[src/hw/rtl/csb_pkg.sv]
// ----------------------------------------------------------------------------
// csb_pkg
// Shared constants, sequence codes, command/status types and saturating
// helpers for the circle segment bounce core.
// ----------------------------------------------------------------------------
package csb_pkg;

    localparam int MAX_WALLS = 16;
    localparam int WIDX_W    = $clog2(MAX_WALLS);
    localparam int CNT_W     = $clog2(MAX_WALLS + 1);
    localparam int PW        = 50;   // scaled product width (66 - 16)
    localparam int SW        = 52;   // width of sums before saturation
    localparam int QW        = 49;   // dividend / quotient width
    localparam int DIV_LAST  = QW - 1;

    // sequence codes: controller state, also the datapath operation
    localparam logic [5:0] ST_IDLE     = 6'd0;
    localparam logic [5:0] ST_READ     = 6'd1;
    localparam logic [5:0] ST_DIFF     = 6'd2;
    localparam logic [5:0] ST_M_UXUX   = 6'd3;
    localparam logic [5:0] ST_M_UYUY   = 6'd4;
    localparam logic [5:0] ST_M_UYACX  = 6'd5;
    localparam logic [5:0] ST_CHK_UU   = 6'd6;
    localparam logic [5:0] ST_M_UXACY  = 6'd7;
    localparam logic [5:0] ST_M_RR     = 6'd8;
    localparam logic [5:0] ST_M_CC     = 6'd9;
    localparam logic [5:0] ST_M_R2UU   = 6'd10;
    localparam logic [5:0] ST_S_RHS    = 6'd11;
    localparam logic [5:0] ST_CHK_LINE = 6'd12;
    localparam logic [5:0] ST_M_UXACX  = 6'd13;
    localparam logic [5:0] ST_M_UYACY  = 6'd14;
    localparam logic [5:0] ST_M_UXBCX  = 6'd15;
    localparam logic [5:0] ST_M_UYBCY  = 6'd16;
    localparam logic [5:0] ST_M_ACX2   = 6'd17;
    localparam logic [5:0] ST_M_ACY2   = 6'd18;
    localparam logic [5:0] ST_M_BCX2   = 6'd19;
    localparam logic [5:0] ST_M_BCY2   = 6'd20;
    localparam logic [5:0] ST_S_B2     = 6'd21;
    localparam logic [5:0] ST_CHK_SEG  = 6'd22;
    localparam logic [5:0] ST_M_VXWX   = 6'd23;
    localparam logic [5:0] ST_M_VYWY   = 6'd24;
    localparam logic [5:0] ST_S_D      = 6'd25;
    localparam logic [5:0] ST_DIV_INIT = 6'd26;
    localparam logic [5:0] ST_DIV_STEP = 6'd27;
    localparam logic [5:0] ST_S_T      = 6'd28;
    localparam logic [5:0] ST_M_TWX    = 6'd29;
    localparam logic [5:0] ST_M_TWY    = 6'd30;
    localparam logic [5:0] ST_S_VY     = 6'd31;
    localparam logic [5:0] ST_NEXT     = 6'd32;
    localparam logic [5:0] ST_DONE     = 6'd33;

    localparam logic REQ_WRITE = 1'b0;
    localparam logic REQ_BALL  = 1'b1;

    typedef struct packed {
        logic [5:0]        op;
        logic [WIDX_W-1:0] idx;
        logic              load_ball;
        logic              write_wall;
        logic              load_out;
    } cmd_t;

    typedef struct packed {
        logic uu_zero;
        logic line_hit;
        logic seg_hit;
    } status_t;

    localparam logic signed [SW-1:0] SAT_MAX = 52'sd2147483647;
    localparam logic signed [SW-1:0] SAT_MIN = -52'sd2147483648;

    // clip to signed 32 bits; bit 32 flags a clip
    function automatic logic [32:0] sat32(input logic signed [SW-1:0] x);
        logic [32:0] r;
        if (x > SAT_MAX) begin
            r = {1'b1, 32'h7fff_ffff};
        end else if (x < SAT_MIN) begin
            r = {1'b1, 32'h8000_0000};
        end else begin
            r = {1'b0, x[31:0]};
        end
        return r;
    endfunction

    function automatic logic signed [SW-1:0] ext32(input logic signed [31:0] v);
        return {{(SW-32){v[31]}}, v};
    endfunction

    function automatic logic signed [SW-1:0] extp(input logic signed [PW-1:0] v);
        return {{(SW-PW){v[PW-1]}}, v};
    endfunction

endpackage

[src/hw/rtl/csb_ctrl.sv]
// ----------------------------------------------------------------------------
// csb_ctrl
// Sequencer: walks each ball through the wall table, one shared multiplier
// step per state, and runs the restoring divider count.
// ----------------------------------------------------------------------------
module csb_ctrl
    import csb_pkg::*;
(
    input  logic        aclk,
    input  logic        aresetn,
    input  logic        s_valid,
    output logic        s_ready,
    input  logic        s_req_type,
    output logic        m_valid,
    input  logic        m_ready,
    input  logic        wall_count_wr_en,
    input  logic [4:0]  wall_count_wr_data,
    input  status_t     status,
    output cmd_t        cmd
);

    logic [5:0]       state_reg, state_next;
    logic [CNT_W-1:0] idx_reg, idx_next;
    logic [5:0]       div_cnt_reg, div_cnt_next;
    logic [4:0]       wall_count_reg;
    logic             m_valid_reg, m_valid_next;
    logic [CNT_W-1:0] n_walls;
    logic [CNT_W-1:0] idx_inc;
    logic             accept;
    logic             out_free;

    // clamp the wall count to the table depth
    assign n_walls = (wall_count_reg > 5'(MAX_WALLS)) ? CNT_W'(MAX_WALLS)
                                                      : CNT_W'(wall_count_reg);
    assign idx_inc  = idx_reg + 1'b1;
    assign s_ready  = (state_reg == ST_IDLE);
    assign accept   = s_valid && s_ready;
    assign out_free = !m_valid_reg || m_ready;
    assign m_valid  = m_valid_reg;

    // sequence the wall walk
    always_comb begin
        state_next   = state_reg;
        idx_next     = idx_reg;
        div_cnt_next = div_cnt_reg;
        m_valid_next = m_valid_reg && !m_ready;
        cmd.op         = state_reg;
        cmd.idx        = idx_reg[WIDX_W-1:0];
        cmd.load_ball  = 1'b0;
        cmd.write_wall = 1'b0;
        cmd.load_out   = 1'b0;
        unique case (state_reg)
            ST_IDLE: begin
                if (accept) begin
                    if (s_req_type == REQ_BALL) begin
                        cmd.load_ball = 1'b1;
                        idx_next      = '0;
                        state_next    = (n_walls == '0) ? ST_DONE : ST_READ;
                    end else begin
                        cmd.write_wall = 1'b1;
                    end
                end
            end
            ST_CHK_UU:   state_next = status.uu_zero ? ST_NEXT : ST_M_UXACY;
            ST_CHK_LINE: state_next = status.line_hit ? ST_M_UXACX : ST_NEXT;
            ST_CHK_SEG:  state_next = status.seg_hit ? ST_M_VXWX : ST_NEXT;
            ST_DIV_INIT: begin
                div_cnt_next = '0;
                state_next   = ST_DIV_STEP;
            end
            ST_DIV_STEP: begin
                div_cnt_next = div_cnt_reg + 1'b1;
                if (div_cnt_reg == 6'(DIV_LAST)) begin
                    state_next = ST_S_T;
                end
            end
            ST_S_VY:     state_next = ST_NEXT;
            ST_NEXT: begin
                idx_next   = idx_inc;
                state_next = (idx_inc == n_walls) ? ST_DONE : ST_READ;
            end
            ST_DONE: begin
                if (out_free) begin
                    cmd.load_out = 1'b1;
                    m_valid_next = 1'b1;
                    state_next   = ST_IDLE;
                end
            end
            ST_READ, ST_DIFF, ST_M_UXUX, ST_M_UYUY, ST_M_UYACX, ST_M_UXACY,
            ST_M_RR, ST_M_CC, ST_M_R2UU, ST_S_RHS, ST_M_UXACX, ST_M_UYACY,
            ST_M_UXBCX, ST_M_UYBCY, ST_M_ACX2, ST_M_ACY2, ST_M_BCX2,
            ST_M_BCY2, ST_S_B2, ST_M_VXWX, ST_M_VYWY, ST_S_D, ST_S_T,
            ST_M_TWX, ST_M_TWY: begin
                state_next = state_reg + 1'b1;
            end
            default: state_next = ST_IDLE;
        endcase
    end

    // advance control state
    always_ff @(posedge aclk) begin
        if (!aresetn) begin
            state_reg      <= ST_IDLE;
            idx_reg        <= '0;
            div_cnt_reg    <= '0;
            m_valid_reg    <= 1'b0;
            wall_count_reg <= '0;
        end else begin
            state_reg   <= state_next;
            idx_reg     <= idx_next;
            div_cnt_reg <= div_cnt_next;
            m_valid_reg <= m_valid_next;
            if (wall_count_wr_en) begin
                wall_count_reg <= wall_count_wr_data;
            end
        end
    end

endmodule

[config.mk]
export PLATFORM = sky130hd
export DESIGN_NAME = csb_ctrl
export DESIGN_NICKNAME = d
export VERILOG_FILES = /design/src/hw/rtl/csb_pkg.sv /design/src/hw/rtl/csb_ctrl.sv
export SDC_FILE = /design/constraint.sdc
export NUM_CORES = 1
export LEC_CHECK = 0
export ABC_AREA = 1
export BUFFER_PORTS_ARGS = -buffer_cell sky130_fd_sc_hd__buf_4
export CAP_MARGIN = 20
export CORE_UTILIZATION = 61
export CTS_BUF_LIST = sky130_fd_sc_hd__clkbuf_2 sky130_fd_sc_hd__clkbuf_4 sky130_fd_sc_hd__clkbuf_8
export DETAILED_ROUTE_END_ITERATION = 6
export GPL_TIMING_DRIVEN = 1
export PLACE_DENSITY = 0.86
export SLEW_MARGIN = 25
export SYNTH_ARGS = -nofsm -noshare
export SYNTH_HDL_FRONTEND = slang
export SYNTH_SLANG_ARGS = --single-unit
[constraint.sdc]
create_clock -name aclk -period 2.28 [get_ports aclk]
set_input_delay 0.228 -clock aclk [delete_from_list [all_inputs] [get_ports aclk]]
set_output_delay 0.228 -clock aclk [all_outputs]
set_load 0.02 [all_outputs]
==> metrics.yaml <==
synthesis:
  fraction_of_synthesis_flops_using_an_asynchronous_set_or_reset_pin: 0
  synth.yosys.warnings: 0
  ys_types: 30
  synth_edf_count: 0
  postSynth.topFlopCell: "sky130_fd_sc_hd__dfxtp_1"
  syn_nets: 261
  netlist_area_before_placement_um2: 1570
  ys_seq_area_frac: 0.293
  syn_area_per_cell_um2: 6.54
  ys_seq_elements: 23
  synthesis.instances: 240
timing:
  peak_clock_frequency_supported_by_timing_ghz: 0.537
  final-max-slew-violation-count: 0
  worst-slew-pin-transition_ns: 0.526
  fin_setup_tns_ns: 0
  fin_crit_sh: 0.817
  grt_setup_unrepaired: "false"
  final_period_minus_worst_setup_slack_ns: 1.86
  final_setup_viols: 0
  final_hold_viol_count: 0
  slew_headroom: 0.649
  final.setup_skew_ns: 0.0105
placed_design:
  port_buffers: 28
  placed_cell_area_um2: 1760
  gpl.final_weighted_congestion: 0.939
  place.detailed.hpwl_mm: 2.70
routing:
  wire_per_inst_um: 11.9
  detailedRoute.firstIterationViolations: 68
  route.antenna.remaining_nets: 0
  routed_via_density: 5.38
  drc_errors: 0
  route.vias.total: 1587
  routed_wl_mm: 3.50
  drt_pass1_iterations: 5
worst_setup_path:
  critical-path-slowest-cell: "sky130_fd_sc_hd__dfxtp_1"
  start_kind: "register"
  worstPathArrival_ns: 1.63
  crit_path_cell_trace: "inv_1, ha_1, nand2_2, nor2_2, nand2_1, nor2_1, buf_4"
  cp.required_ns: 2.05
  critical_path_class: "register to output port"
  critPathMaxStageDelay_ns: 0.39
  reg2reg_slack_ns: 0.50
  critPathMaxFanout: 6
  element_type_at_the_critical_path_end: "output port"
final_layout:
  layout.area.seq_um2: 460
  footprint_of_the_multi_input_gates_um2: 928
  design.final.nets: 287
  insertedDiodeCount: 0
  drive_gt1_frac: 0.181
  area_delta_synth_final_pct: 14.1
  postLayoutCellArea_um2: 1790
  final.fill_count: 227
floorplan:
  start_util: 0.639
  io_pins: 29
  floorplan.core_area_um2: 2450
  num_rows: 18
  die_span_in_x_um: 52.7
  design.die.area_um2: 2780
  dieHeight_um: 52.7
clocking:
  post_cts_resize_count: 0
  clkSinkCount: 23
  tritoncts.num_buffers: 3
  root_buffer: "sky130_fd_sc_hd__clkbuf_4"
  post_cts_hold_buffer_count: 0
  cts.repair_timing.setup_buffer_count: 0
  clock_latency_ns: 0.31
  clk_pin_slew_ns: 0.13
  clock_path_buffers: 2
  h-tree-depth: 1
  tritoncts: "yes"
pwr:
  power.density_cell_area_nw_per_um2: 547
  design_power_total_uw: 980
  ir_drop_v: 0.000399
  power.leakage_uw: 0.000848
global_routing:
  number_of_antenna_violations_at_the_first_check_in_global_routing: 0
  number_of_global_route_vias_before_repair: 1315
  groute.usage.overall: 0.271
  grt_max_degree: 16
  wire_length_of_the_first_global_routing_pass_mm: 5.57
  globalRoute.totalOverflow: 0
run:
  cap_viol_max_count: 0
min_path:
  class_of_the_worst_hold_path: "input pin to register"
run_status:
  run_status: "finished, final reports clean"
-- placed cells by master, fill, tap and decap left out, drive strengths merged --
cell	count
nand4	7
ha	7
nand3	18
xnor2	1
nand3b	2
a22oi	1
clkbuf	4
o21ai	12
nor2	40
a21oi	12
dfxtp	23
inv	33
a211oi	2
a311oi	1
nand2	63
a221oi	3
buf	28
a31oi	2
nor3	4
xor2	2
-- Yosys cell counts, types with 3 or more instances --
master,instances,area (um^2)
sky130_fd_sc_hd__nor3_1,3,15.0
sky130_fd_sc_hd__buf_4,4,30.0
sky130_fd_sc_hd__nor2_1,36,135
sky130_fd_sc_hd__nand3_1,18,90.1
sky130_fd_sc_hd__ha_1,7,87.6
sky130_fd_sc_hd__inv_1,31,116
sky130_fd_sc_hd__nand4_1,7,43.8
sky130_fd_sc_hd__a21oi_1,11,55.1
sky130_fd_sc_hd__nand2_2,4,25.0
sky130_fd_sc_hd__nor2_4,3,33.8
sky130_fd_sc_hd__nand2_1,59,221
sky130_fd_sc_hd__o21ai_0,10,50.1
sky130_fd_sc_hd__dfxtp_1,23,460
-- logic make-up (layout without fill, tap and decap cells) --
family                   after synthesis  after routing  share of synthesized area
adder cells (fa/ha/maj)                7              7                     0.0558
AND/OR/NAND/NOR                      134            134                      0.384
AO/OA/AOI/OAI                         33             33                      0.136
XOR/XNOR                               3              3                     0.0167
buffers and inverters                 40             65                      0.115
flip-flops                            23             23                      0.293
-- worst max-delay path, delay by kind of cell (launching register included) --
kind	cells	cell delay, ns
buf+inv	2	0.26
fa+ha+maj	1	0.23
simple gates	4	0.45
flops	1	0.39
-- through the flow --
| step | setup slack [ns] | cells | utilization | hold slack, ns |
|---|---|---|---|---|
| finish | 0.418 | 295 | 0.729 | 0.133 |
| CTS | 0.420 | 295 | 0.729 | 0.130 |
| detailed placement | 0.545 | 291 | 0.717 | 0.459 |
| global route | 0.278 | 295 | 0.729 | 0.116 |
| global placement | 0.588 | 291 | 0.717 | 0.452 |
| floorplan | 0.573 | 240 | - | 0.363 |
-- metal layers --
layer	up-vias	global-route usage	part of all wire
met1	703	0.366	0.48
met3	2	0.0435	0.054
met5	-	0	0
li1	827	-	-
met2	55	0.447	0.46
met4	0	0.0614	0.0040
-- path summary, 6_finish.rpt --
check / cells after the start / end / start
hold reg to reg: 1 / div_cnt_reg[5] / div_cnt_reg[5]
hold / removal: 3 / wall_count_reg[1] / wall_count_wr_data[1]
setup reg to reg: 12 / state_reg[1] / state_reg[0]
setup / recovery: 7 / cmd[1] / state_reg[0]
-- final cells by class --
cell class	count	share of cell area
timing repair buffer	28	0.117
tap	30	0.0210
multi-input combinational	177	0.519
clock buffer	4	0.0168
inverter	33	0.0692
sequential	23	0.257
-- where the power goes --
part	internal [uW]	total [uW]	switching, uW
Clock	80.1	199	119
Combinational	122	320	198
Sequential	428	461	33.1
(Power assumes the default switching activity.)
